===== config.mk =====
export PLATFORM = sky130hd
export DESIGN_NAME = signed_div_magic_number_top
export DESIGN_NICKNAME = d
export VERILOG_FILES = /design/src/rtl/sdmn_pkg.sv /design/src/rtl/signed_div_magic_number_top.sv
export SDC_FILE = /design/constraint.sdc
export NUM_CORES = 1
export LEC_CHECK = 0
export BUFFER_PORTS_ARGS = -buffer_cell sky130_fd_sc_hd__buf_2
export CORE_UTILIZATION = 55
export DETAILED_ROUTE_END_ITERATION = 7
export PLACE_DENSITY = 0.74
export SLEW_MARGIN = 20
export SYNTH_ARGS = -nofsm -noshare
export SYNTH_HDL_FRONTEND = slang
export SYNTH_SLANG_ARGS = --single-unit

===== constraint.sdc =====
create_clock -name clk -period 26.2 [get_ports clk]
set_input_delay 1.31 -clock clk [delete_from_list [all_inputs] [get_ports clk]]
set_output_delay 1.31 -clock clk [all_outputs]
set_load 0.02 [all_outputs]

===== src/rtl/sdmn_pkg.sv =====
`default_nettype none
package sdmn_pkg;

	localparam int unsigned DATA_W    = 64;
	localparam int unsigned SHIFT_W   = 6;
	localparam int unsigned CNT_W     = 7;
	localparam logic [CNT_W-1:0] STEP_MAX = CNT_W'(64);
	localparam logic [CNT_W-1:0] DIV_LAST = CNT_W'(DATA_W - 1);
	localparam logic [DATA_W-1:0] TOP     = {1'b1, {(DATA_W-1){1'b0}}};

	typedef enum logic [3:0] {
		ST_IDLE,
		ST_DIV2,
		ST_ANC,
		ST_DIV1,
		ST_STEP1,
		ST_STEP2,
		ST_DELTA,
		ST_TEST,
		ST_FIN
	} state_t;

endpackage
`default_nettype wire


===== src/rtl/signed_div_magic_number_top.sv =====
// channel  direction  handshake               payload
// in       input      in_valid / in_ready     divisor
// out      output     out_valid / out_ready   valid_res, magic, post_shift
//
// a divisor below two is rejected and gives a zero result with valid_res low
// otherwise 2^63 / d, then anc, then 2^63 / anc, then doubling steps through
// STEP1, STEP2, DELTA and TEST (at most 64 steps), all through one compare-subtract unit
// arst_n clears the sequencer and the output valid
// the result waits in the output register; a new divisor is taken meanwhile
`default_nettype none
module signed_div_magic_number_top
	import sdmn_pkg::*;
(
	input  wire logic                     clk,
	input  wire logic                     arst_n,
	input  wire logic                     in_valid,
	output logic                          in_ready,
	input  wire logic signed [DATA_W-1:0] divisor,
	output logic                          out_valid,
	input  wire logic                     out_ready,
	output logic                          valid_res,
	output logic signed [DATA_W-1:0]      magic,
	output logic [SHIFT_W-1:0]            post_shift
);

	state_t state_q, state_d;

	logic [DATA_W-1:0] d_q, anc_q, q1_q, r1_q, q2_q, r2_q, delta_q;
	logic [CNT_W-1:0]  cnt_q;
	logic              ok_q;

	logic                 out_valid_q, valid_res_q;
	logic [DATA_W-1:0]    magic_q;
	logic [SHIFT_W-1:0]   post_shift_q;

	logic                 in_hs, slot_free, div_ok;
	logic                 use1, bit_in, cont;
	logic [DATA_W-1:0]    u_rem, u_quo, u_div, u_sh, u_rem_n, u_quo_n;
	logic [DATA_W:0]      u_diff;
	logic                 u_ge;

	assign in_hs     = in_valid && in_ready;
	assign slot_free = !out_valid_q || out_ready;
	assign div_ok    = !divisor[DATA_W-1] && (divisor > DATA_W'(1));

	// shared compare-subtract unit
	always_comb begin
		use1    = (state_q == ST_DIV1) || (state_q == ST_STEP1);
		bit_in  = (state_q == ST_DIV2 || state_q == ST_DIV1) && (cnt_q == '0);
		u_rem   = use1 ? r1_q : r2_q;
		u_quo   = use1 ? q1_q : q2_q;
		u_div   = use1 ? anc_q : d_q;
		u_sh    = {u_rem[DATA_W-2:0], bit_in};
		u_diff  = {1'b0, u_sh} - {1'b0, u_div};
		u_ge    = !u_diff[DATA_W];
		u_rem_n = u_ge ? u_diff[DATA_W-1:0] : u_sh;
		u_quo_n = {u_quo[DATA_W-2:0], u_ge};
	end

	always_comb begin
		in_ready = (state_q == ST_IDLE);
		cont     = ((q1_q < delta_q) || ((q1_q == delta_q) && (r1_q == '0)))
			&& (cnt_q < STEP_MAX);
	end

	always_comb begin
		state_d = state_q;
		unique case (state_q)
			ST_IDLE:  if (in_hs) state_d = div_ok ? ST_DIV2 : ST_FIN;
			ST_DIV2:  if (cnt_q == DIV_LAST) state_d = ST_ANC;
			ST_ANC:   state_d = ST_DIV1;
			ST_DIV1:  if (cnt_q == DIV_LAST) state_d = ST_STEP1;
			ST_STEP1: state_d = ST_STEP2;
			ST_STEP2: state_d = ST_DELTA;
			ST_DELTA: state_d = ST_TEST;
			ST_TEST:  state_d = cont ? ST_STEP1 : ST_FIN;
			ST_FIN:   if (slot_free) state_d = ST_IDLE;
			default:  state_d = ST_IDLE;
		endcase
	end

	always_ff @(posedge clk or negedge arst_n) begin
		if (!arst_n) begin
			state_q <= ST_IDLE;
		end else begin
			state_q <= state_d;
		end
	end

	always_ff @(posedge clk) begin
		unique case (state_q)
			ST_IDLE: begin
				d_q   <= divisor;
				ok_q  <= div_ok;
				q2_q  <= '0;
				r2_q  <= '0;
				cnt_q <= '0;
			end
			ST_DIV2: begin
				q2_q  <= u_quo_n;
				r2_q  <= u_rem_n;
				cnt_q <= cnt_q + CNT_W'(1);
			end
			ST_ANC: begin
				anc_q <= TOP - DATA_W'(1) - r2_q;
				q1_q  <= '0;
				r1_q  <= '0;
				cnt_q <= '0;
			end
			ST_DIV1: begin
				q1_q  <= u_quo_n;
				r1_q  <= u_rem_n;
				cnt_q <= (cnt_q == DIV_LAST) ? '0 : cnt_q + CNT_W'(1);
			end
			ST_STEP1: begin
				q1_q <= u_quo_n;
				r1_q <= u_rem_n;
			end
			ST_STEP2: begin
				q2_q  <= u_quo_n;
				r2_q  <= u_rem_n;
				cnt_q <= cnt_q + CNT_W'(1);
			end
			ST_DELTA: delta_q <= d_q - r2_q;
			ST_TEST, ST_FIN: begin
			end
			default: begin
			end
		endcase
	end

	// output slot
	always_ff @(posedge clk or negedge arst_n) begin
		if (!arst_n) begin
			out_valid_q <= 1'b0;
		end else if (state_q == ST_FIN && slot_free) begin
			out_valid_q <= 1'b1;
		end else if (out_ready) begin
			out_valid_q <= 1'b0;
		end
	end

	always_ff @(posedge clk) begin
		if (state_q == ST_FIN && slot_free) begin
			valid_res_q  <= ok_q;
			magic_q      <= ok_q ? q2_q + DATA_W'(1) : '0;
			post_shift_q <= ok_q ? SHIFT_W'(cnt_q - CNT_W'(1)) : '0;
		end
	end

	assign out_valid  = out_valid_q;
	assign valid_res  = valid_res_q;
	assign magic      = magic_q;
	assign post_shift = post_shift_q;

	a_accept_next: assert property (@(posedge clk) disable iff (!arst_n)
		in_hs |=> (state_q == ST_DIV2 || state_q == ST_FIN))
		else $error("bad state after accepted transaction");

	a_rem_below_d: assert property (@(posedge clk) disable iff (!arst_n)
		(state_q == ST_ANC) |-> (r2_q < d_q))
		else $error("remainder not below divisor");

	a_anc_nonzero: assert property (@(posedge clk) disable iff (!arst_n)
		(state_q == ST_DIV1) |-> (anc_q != '0))
		else $error("anc is zero");

	a_step_range: assert property (@(posedge clk) disable iff (!arst_n)
		(state_q == ST_TEST) |-> (cnt_q != '0 && cnt_q <= STEP_MAX))
		else $error("step count out of range");

	a_reject_zero: assert property (@(posedge clk) disable iff (!arst_n)
		(out_valid && !valid_res) |-> (magic == '0 && post_shift == '0))
		else $error("rejected divisor with nonzero result");

endmodule
`default_nettype wire

==> qor.txt, run 1 <==
SETUP PATH
------------------------------------------------------------------------------------
Sort of element at the start of the critical path                          flip-flop
CP Class                                                                  reg -> reg
Type of element capturing the critical path                                flip-flop
Data arrival, critical path                                                  6.75 ns
Critical path startpoint                                                state_q[1]$_DFFE_PN0P_
R2R Path Start                                                          state_q[1]$_DFFE_PN0P_
Worst path required time                                                    26.65 ns
Crit path max fanout                                                             186

ROUTING
------------------------------------------------------------------------------------
Wirelength, routed                                                          83200 um
Detail Route Antenna Nets                                                          0
TritonRoute pass-1 iters                                                           6
Routed via count divided by cell count                                          6.08
Iteration-0 DRC count of the detailed router                                    2293
DRC violations left                                                                0
Via count of the routed design                                                 23300
Post-detailed-route wirelength per cell                                      21.7 um

CTS
------------------------------------------------------------------------------------
Setup bufs post-CTS                                                                0
Buffer levels on the longest clock path                                            3
Clk slew on worst S/H paths                                                  0.06 ns
Htree depth                                                                        2
Number of hold buffers added after CTS                                             0
TritonCTS clock tree                                                             yes
TritonCTS buffer count                                                            56
Root cell of the clock tree                                             sky130_fd_sc_hd__clkbuf_16
Clk sinks                                                                        532
Clock latency reported for the late side of the worst-skew pair              0.63 ns
Cts repair resizes                                                                 0

SYNTHESIS
------------------------------------------------------------------------------------
Synth Warn #                                                                       0
Proportion of synthesized flip-flops having asynchronous set or reset        0.00940
Most instantiated flip-flop cell in the synthesis netlist               sky130_fd_sc_hd__edfxtp_1
Mean area per synthesized cell                                              10.5 um2
Biggest area consumer among synthesized cells                           sky130_fd_sc_hd__edfxtp_1
Post-Synthesis Cell Area                                                   31100 um2
EDFF count, synth                                                                527
Sequential area share after synthesis                                          0.512
FF+latch count, synth                                                            532
Share of the synthesized area in the top cell type                             0.508
Post-Synthesis Net Count                                                        3220
Synthesized instance count                                                      2955
Top post-synthesis cells by area                                        sky130_fd_sc_hd__edfxtp_1, sky130_fd_sc_hd__ha_1, sky130_fd_sc_hd__and2_1
Number of distinct library cells after synthesis                                  87

STA
------------------------------------------------------------------------------------
Final-report hold violation count                                                  0
Post-route clock period utilization                                            0.241
Smallest setup slack after layout                                           19.90 ns
RSZ-0062 raised after global routing                                           false
Accumulated negative setup slack                                                0 ns
Highest achievable clock rate                                                159 MHz
Min Tclk post-route                                                          6.30 ns
Worst clock skew                                                           0.0181 ns
Slew Viols, Final                                                                  0
Worst-case headroom to the max-slew limit                                      0.152
Final Setup Violations                                                             0
Slew of the pin with the lowest slew margin                                  1.26 ns

LAYOUT
------------------------------------------------------------------------------------
Layout cell share with drive strength beyond 1                                0.0904
Syn-to-layout area delta                                                       10.4%
Area used by multi-input combinational logic                               14000 um2
Filler instances                                                                4556
Combined flip-flop and latch cell area                                     16000 um2
Final #Nets                                                                     3304
Non-filler instance count after layout                                          3835
Antenna fix cells                                                                  0

GLOBAL ROUTING
------------------------------------------------------------------------------------
Tot GR Track Use                                                               0.289
Global-route wire length before repair                                     128000 um
Overflow after GRT                                                                 0
Via count of the first global-routing pass                                     22600
Initial antenna violation count                                                    0
Pin count of the biggest net entering global routing                             187

DIE
------------------------------------------------------------------------------------
Number of ports placed on the die boundary                                       141
Floorplan Core Area                                                        55500 um2
Number of core rows                                                               86
X dimension of the die                                                        240 um
Die Ht                                                                        240 um
Initial core utilization                                                       0.561
Die Footprint                                                              57600 um2

STATUS
------------------------------------------------------------------------------------
Run status                                                              finished clean

HOLD PATH
------------------------------------------------------------------------------------
Min-Delay Startpoint                                                    r2_q[63]$_SDFFCE_PP0P_
Path category of the worst min-delay check                                reg -> reg

PLACEMENT
------------------------------------------------------------------------------------
Placed wire-length estimate                                                 59600 um
Gp weighted congestion                                                         0.947
Number of input and output port buffers inserted                                 140
DP Cell Count                                                                   3729
Post-Place Worst Slack                                                      19.89 ns

RUN
------------------------------------------------------------------------------------
Total of max-cap violations                                                        0

POWER AND IR DROP
------------------------------------------------------------------------------------
Power per Cell Area                                                       108 nW/um2
Leakage Power                                                                13.4 nW
Worst supply voltage drop on vdd                                           0.0902 mV

==> metal layers <==
metal	GRT usage	vias up	wire length [um]
met3	0.0318	141	5960
li1	-	10900	-
met2	0.449	918	37500
met5	0	-	0
met4	0.0907	0	2290
met1	0.423	11400	37500
==> synth_stat cells (all sizes together) (10+ instances only) <==
library cell,count
nand3,64
o31ai,10
a21boi,14
and4,11
and2,190
a211oi,16
nand4,60
ha,195
nor4,39
nand2b,27
inv,172
nand2,315
and3,22
a31oi,11
o21ai,191
xnor2,126
xor2,52
buf,39
a21oi,228
edfxtp,527
mux2i,66
nor2b,15
nor2,168
a21o,92
nor3,39
o211ai,14
clkbuf,92
o21a,25
or3,11
o21bai,27
==> worst paths after layout <==
path	endpoint	cells past startpoint	slack (ns)
max in group asynchronous	state_q[2]$_DFFE_PN0P_	1	25.54
worst max-delay path	r1_q[52]$_SDFFCE_PP0P_	17	19.90
worst max register to register	r1_q[52]$_SDFFCE_PP0P_	17	19.90
min in group asynchronous	state_q[1]$_DFFE_PN0P_	1	0.51
worst min-delay path	anc_q[63]$_DFFE_PP_	0	0.48
worst min register to register	anc_q[63]$_DFFE_PP_	0	0.48
==> flip-flops by register name (all words and copies together), names as in the netlist <==
signal	flops
r1_q	64
out_valid	1
ok_q	1
state_q	4
cnt_q	7
q2_q	64
anc_q	64
post_shift	6
r2_q	64
magic	64
q1_q	64
valid_res	1
d_q	64
delta_q	64
==> per-stage QoR <==
| step | power (W) | hold slack (ns) | util | cell area (um2) |
|---|---|---|---|---|
| after floorplan | 0.00242 | 0.449 | - | 31100 |
| after global placement | 0.00279 | 0.462 | 0.583 | 32400 |
| after detailed placement | 0.00281 | 0.462 | 0.583 | 32400 |
| after CTS | 0.00369 | 0.474 | 0.619 | 34400 |
| after global routing | 0.00391 | 0.498 | 0.619 | 34400 |
| final | 0.00371 | 0.480 | 0.619 | 34400 |
==> cell families (layout without fill, tap and decap cells) <==
kind of cell / Yosys count / in the layout / share of synthesized area
buffers and inverters: 303 / 435 / 0.0395
xor gates and xnor gates: 178 / 178 / 0.0501
adders and majority gates: 197 / 197 / 0.0796
AOI/OAI and AO/OA: 697 / 697 / 0.140
and+or+nand+nor: 982 / 982 / 0.157
DFF: 532 / 532 / 0.512
muxes: 66 / 66 / 0.0212
==> cell usage in the layout, fill, tap and decap left out, types with 92 or more instances in the layout <==
cell and instances:
sky130_fd_sc_hd__edfxtp_1 527, sky130_fd_sc_hd__buf_2 140, sky130_fd_sc_hd__o21ai_0 172, sky130_fd_sc_hd__nand2_1 314, sky130_fd_sc_hd__ha_1 195, sky130_fd_sc_hd__and2_1 190
sky130_fd_sc_hd__nor2_1 167, sky130_fd_sc_hd__inv_1 172, sky130_fd_sc_hd__xnor2_1 126, sky130_fd_sc_hd__a21oi_1 225, sky130_fd_sc_hd__a21o_1 92
==> power breakdown <==
| part | leakage (nW) | switching (W) | total [W] | internal (W) |
|---|---|---|---|---|
| Sequential | 5.19 | 0.0000794 | 0.00123 | 0.00115 |
| Clock | 0.962 | 0.000347 | 0.000868 | 0.000521 |
| Combinational | 7.30 | 0.00102 | 0.00161 | 0.000587 |
| Total | 13.4 | 0.00145 | 0.00371 | 0.00226 |
==> critical path: stages, from the launching register on <==
cell and delay (ns):
sky130_fd_sc_hd__dfrtp_1 0.51, sky130_fd_sc_hd__nor2_1 0.17, sky130_fd_sc_hd__nand2_1 0.11, sky130_fd_sc_hd__o21ai_0 0.17, sky130_fd_sc_hd__nor2b_4 0.23, sky130_fd_sc_hd__buf_12 0.46, sky130_fd_sc_hd__o21ai_0 0.28, sky130_fd_sc_hd__ha_1 0.53
sky130_fd_sc_hd__nand4_1 0.33, sky130_fd_sc_hd__nor3_1 0.53, sky130_fd_sc_hd__a311oi_4 0.19, sky130_fd_sc_hd__a22o_1 0.33, sky130_fd_sc_hd__o221a_2 0.35, sky130_fd_sc_hd__o21ai_4 0.15, sky130_fd_sc_hd__buf_4 0.78, sky130_fd_sc_hd__o211ai_1 0.18
sky130_fd_sc_hd__a311o_1 0.37, sky130_fd_sc_hd__a21oi_1 0.16
==> final cells by class <==
type | instances | share of cell area
Multi-Input combinational cell | 2120 | 0.408
Sequential cell | 532 | 0.464
Timing Repair Buffer | 157 | 0.0245
Tap cell | 748 | 0.0272
Clock inverter | 39 | 0.0146
Clock buffer | 67 | 0.0432
Inverter | 172 | 0.0188
No activity file was read; power rests on OpenSTA's default activity.
==> inputs of run 2 (changes only) <==
==> constraint.sdc (replaced) <==
create_clock -name clk -period 6.3 [get_ports clk]
set_input_delay 0.315 -clock clk [delete_from_list [all_inputs] [get_ports clk]]
set_output_delay 0.315 -clock clk [all_outputs]
set_load 0.02 [all_outputs]
==> run 2 against run 1 <==
Setup slack got worse by 19 ns. Die area did not move. Highest routed layer unchanged. Non-clock buffer count rose by 75. Wire length fell by 0.21%. Largest power group unchanged. Worst hold slack got worse by 0.44 ns. Final cell count rose by 1.9%. Utilization rose by 1.2 points. Register-to-register slack got worse by 19 ns. Critical path depth fell by 1.
==> qor.txt, run 2 (synthesis results as in run 1) <==
STATUS
------------------------------------------------------------------------------
Run status                                                        finished clean   unchanged

SETUP PATH
------------------------------------------------------------------------------
CP Class                                                            reg -> reg   unchanged
CP Capture Point                                                  r2_q[58]$_SDFFCE_PP0P_   was r1_q[52]$_SDFFCE_PP0P_
Crit path max fanout                                                        53   was 186
Sort of element at the start of the critical path                    flip-flop   unchanged
Worst path slowest cell                                           sky130_fd_sc_hd__dfrtp_1   was sky130_fd_sc_hd__buf_4
Type of element capturing the critical path                          flip-flop   unchanged
Cell repeated most along the worst path                           sky130_fd_sc_hd__o21ai_0   unchanged
Slowest cell delay on critical path                                    0.59 ns   was 0.78 ns
Series of cell instances along the critical path                  nand2_1 -> o21ai_0 -> nor2b_4 -> buf_12 -> o21ai_0 -> ha_1 -> a21oi_1 -> o21ai_0 -> a31oi_1 -> nand4_1 -> a221o_1 -> and4_1 -> nor3_1 -> nor3_1 -> o311ai_1 -> a21oi_1   was nor2_1 -> nand2_1 -> o21ai_0 -> nor2b_4 -> buf_12 -> o21ai_0 -> ha_1 -> nand4_1 -> nor3_1 -> a311oi_4 -> a22o_1 -> o221a_2 -> o21ai_4 -> buf_4 -> o211ai_1 -> a311o_1 -> a21oi_1
Worst path required time                                               6.63 ns   was 26.65 ns
Family with the most delay on the worst path                      compound AO/OA/AOI/OAI gates   unchanged
Cells on worst reg2reg path                                                 16   was 17
Data arrival, critical path                                            6.13 ns   was 6.75 ns
Buf/Inv on CP                                                                1   was 2
Worst R2R End                                                     r2_q[58]$_SDFFCE_PP0P_   was r1_q[52]$_SDFFCE_PP0P_
Critical path startpoint                                          state_q[1]$_DFFE_PN0P_   unchanged
R2R Path Start                                                    state_q[1]$_DFFE_PN0P_   unchanged
Cell depth of the worst setup path                                          16   was 17
Flop-to-flop setup slack                                               0.50 ns   was 19.90 ns

LAYOUT
------------------------------------------------------------------------------
Layout cell share with drive strength beyond 1                          0.0912   was 0.0904
Util after Layout                                                        0.631   was 0.619
Antenna fix cells                                                            0   unchanged
Top library cells by usage in the layout, fill and taps aside     sky130_fd_sc_hd__edfxtp_1, sky130_fd_sc_hd__nand2_1, sky130_fd_sc_hd__a21oi_1   unchanged
Most common cell after layout, fill and taps aside                sky130_fd_sc_hd__edfxtp_1   unchanged
Syn-to-layout area delta                                                 12.5%   was 10.4%
Finished Cell Area                                                   35000 um2   was 34400 um2
Final #Nets                                                               3379   was 3304

POWER AND IR DROP
------------------------------------------------------------------------------
Worst supply voltage drop on vdd                                      0.339 mV   was 0.0902 mV
Internal portion of total power                                      0.00924 W   was 0.00226 W
Share of total power in the clock network                                0.223   was 0.234
Power dissipated by switching net loads                              0.00605 W   was 0.00145 W
Leakage Power                                                          13.7 nW   was 13.4 nW
Power per Cell Area                                                 436 nW/um2   was 108 nW/um2
Portion of total power attributed to combinational logic                 0.443   was 0.434
Share of power burned in registers                                       0.334   was 0.331
Switching part of the total power                                        0.395   was 0.391

GLOBAL ROUTING
------------------------------------------------------------------------------
Via count of the first global-routing pass                               22700   was 22600
Overflow after GRT                                                           0   unchanged
Pin count of the biggest net entering global routing                        87   was 187
Tot GR Track Use                                                         0.287   was 0.289
Initial antenna violation count                                              1   was 0
Global-route wire length before repair                               128000 um   about the same

ROUTING
------------------------------------------------------------------------------
DRC violations left                                                          0   unchanged
Routed via count divided by cell count                                    6.01   was 6.08
Wirelength, routed                                                    83000 um   was 83200 um
TritonRoute pass-1 iters                                                     6   unchanged
Post-detailed-route wirelength per cell                                21.2 um   was 21.7 um
Via count of the routed design                                           23500   was 23300
Iteration-0 DRC count of the detailed router                              2361   was 2293
Detail Route Antenna Nets                                                    0   unchanged

CTS
------------------------------------------------------------------------------
TritonCTS buffer count                                                      56   unchanged
Buffer levels on the longest clock path                                      3   unchanged
Clock latency reported for the late side of the worst-skew pair        0.63 ns   about the same
Htree depth                                                                  2   unchanged
TritonCTS clock tree                                                       yes   unchanged
Setup bufs post-CTS                                                          0   unchanged
Clk slew on worst S/H paths                                            0.06 ns   about the same
Clk sinks                                                                  532   unchanged
Root cell of the clock tree                                       sky130_fd_sc_hd__clkbuf_16   unchanged

STA
------------------------------------------------------------------------------
Worst-case headroom to the max-slew limit                                0.202   was 0.152
Highest achievable clock rate                                          172 MHz   was 159 MHz
Accumulated negative setup slack                                          0 ns   unchanged
RSZ-0062 raised after global routing                                     false   unchanged
Worst clock skew                                                     0.0162 ns   was 0.0181 ns
Slew Viols, Final                                                            0   unchanged
Worst slack on hold paths                                            0.0390 ns   was 0.480 ns
Post-route clock period utilization                                      0.920   was 0.241
Slew of the pin with the lowest slew margin                            1.19 ns   was 1.26 ns
Final Setup Violations                                                       0   unchanged
Min Tclk post-route                                                    5.80 ns   was 6.30 ns
Final-report hold violation count                                            0   unchanged

PLACEMENT
------------------------------------------------------------------------------
Placed wire-length estimate                                           59400 um   was 59600 um
Cell Area, Placed                                                    32500 um2   was 32400 um2
Number of input and output port buffers inserted                           140   unchanged
Gp weighted congestion                                                    1.02   was 0.947

DIE
------------------------------------------------------------------------------
X dimension of the die                                                  240 um   unchanged
Initial core utilization                                                 0.561   unchanged
Number of core rows                                                         86   unchanged
Die Footprint                                                        57600 um2   unchanged
Die Ht                                                                  240 um   unchanged
Number of ports placed on the die boundary                                 141   unchanged
Floorplan Core Area                                                  55500 um2   unchanged

HOLD PATH
------------------------------------------------------------------------------
Min-Delay Startpoint                                                 out_ready   was r2_q[63]$_SDFFCE_PP0P_
Path category of the worst min-delay check                           in -> reg   was reg -> reg

RUN
------------------------------------------------------------------------------
Total of max-cap violations                                                  0   unchanged

## run 2: changes by cell type in the layout (fill, tap and decap cells not counted), moves of 3 or more
cell,previous run,this run
sky130_fd_sc_hd__clkbuf_1,9,6
sky130_fd_sc_hd__dlygate4sd3_1,0,66
sky130_fd_sc_hd__buf_12,1,5
sky130_fd_sc_hd__clkinv_2,7,11
sky130_fd_sc_hd__buf_4,16,21
sky130_fd_sc_hd__bufinv_16,12,8
## run 2: repair_timing
action	CTS	global route
hold buffers	66	0
endpoints found under the hold margin	70	0
gates resized for setup	0	0
## run 2: power groups by stage
stage / registers [W] / logic [W] / clock network (W)
2_1_floorplan: 0.00507 / 0.00496 / 0
3_3_place_gp: 0.00515 / 0.00645 / 0
3_5_place_dp: 0.00516 / 0.00654 / 0
4_1_cts: 0.00510 / 0.00663 / 0.00344
5_1_grt: 0.00516 / 0.00739 / 0.00357
6_report: 0.00511 / 0.00678 / 0.00341
## run 2: tightest hold or removal path: cells and delay by family
family                 cells  cell delay (ns)
AND/OR/NAND/NOR            2             0.21
buffers and inverters      1             0.09
## run 2: how the worst min path moves through the flow
stage | endpoint | slack [ns] | cells after the start
6_report | out_valid$_DFFE_PN0P_ | 0.04 | 3
5_1_grt | out_valid$_DFFE_PN0P_ | 0.04 | 2
4_1_cts | out_valid$_DFFE_PN0P_ | 0.009 | 3
3_5_place_dp | out_valid$_DFFE_PN0P_ | 0.15 | 1
3_3_place_gp | out_valid$_DFFE_PN0P_ | 0.15 | 1
2_1_floorplan | out_valid$_DFFE_PN0P_ | 0.02 | 0
## run 2: layout make-up
type                            instances  area (um2)
Timing Repair Buffer                  232        1620
Clock buffer                           62        1420
Clock inverter                         41         438
Fill cell                            4419       20500
Sequential cell                       532       16000
Inverter                              172         646
Tap cell                              748         936
Multi-Input combinational cell       2120       14000
## run 2: through the flow
stage	setup WS, ns	total power (W)	cells
6_report	0.503	0.0153	3907
5_1_grt	0.231	0.0161	3907
4_1_cts	0.635	0.0152	3907
3_5_place_dp	0.747	0.0117	3738
3_3_place_gp	0.808	0.0116	3738
2_1_floorplan	0.618	0.0100	2955
## run 2: layer usage
metal / wire length, um / part of all wire / global-route usage
met4: 2080 / 0.025 / 0.0789
met2: 37800 / 0.46 / 0.452
met3: 5930 / 0.071 / 0.0408
met5: 0 / 0 / 0
met1: 37200 / 0.45 / 0.415
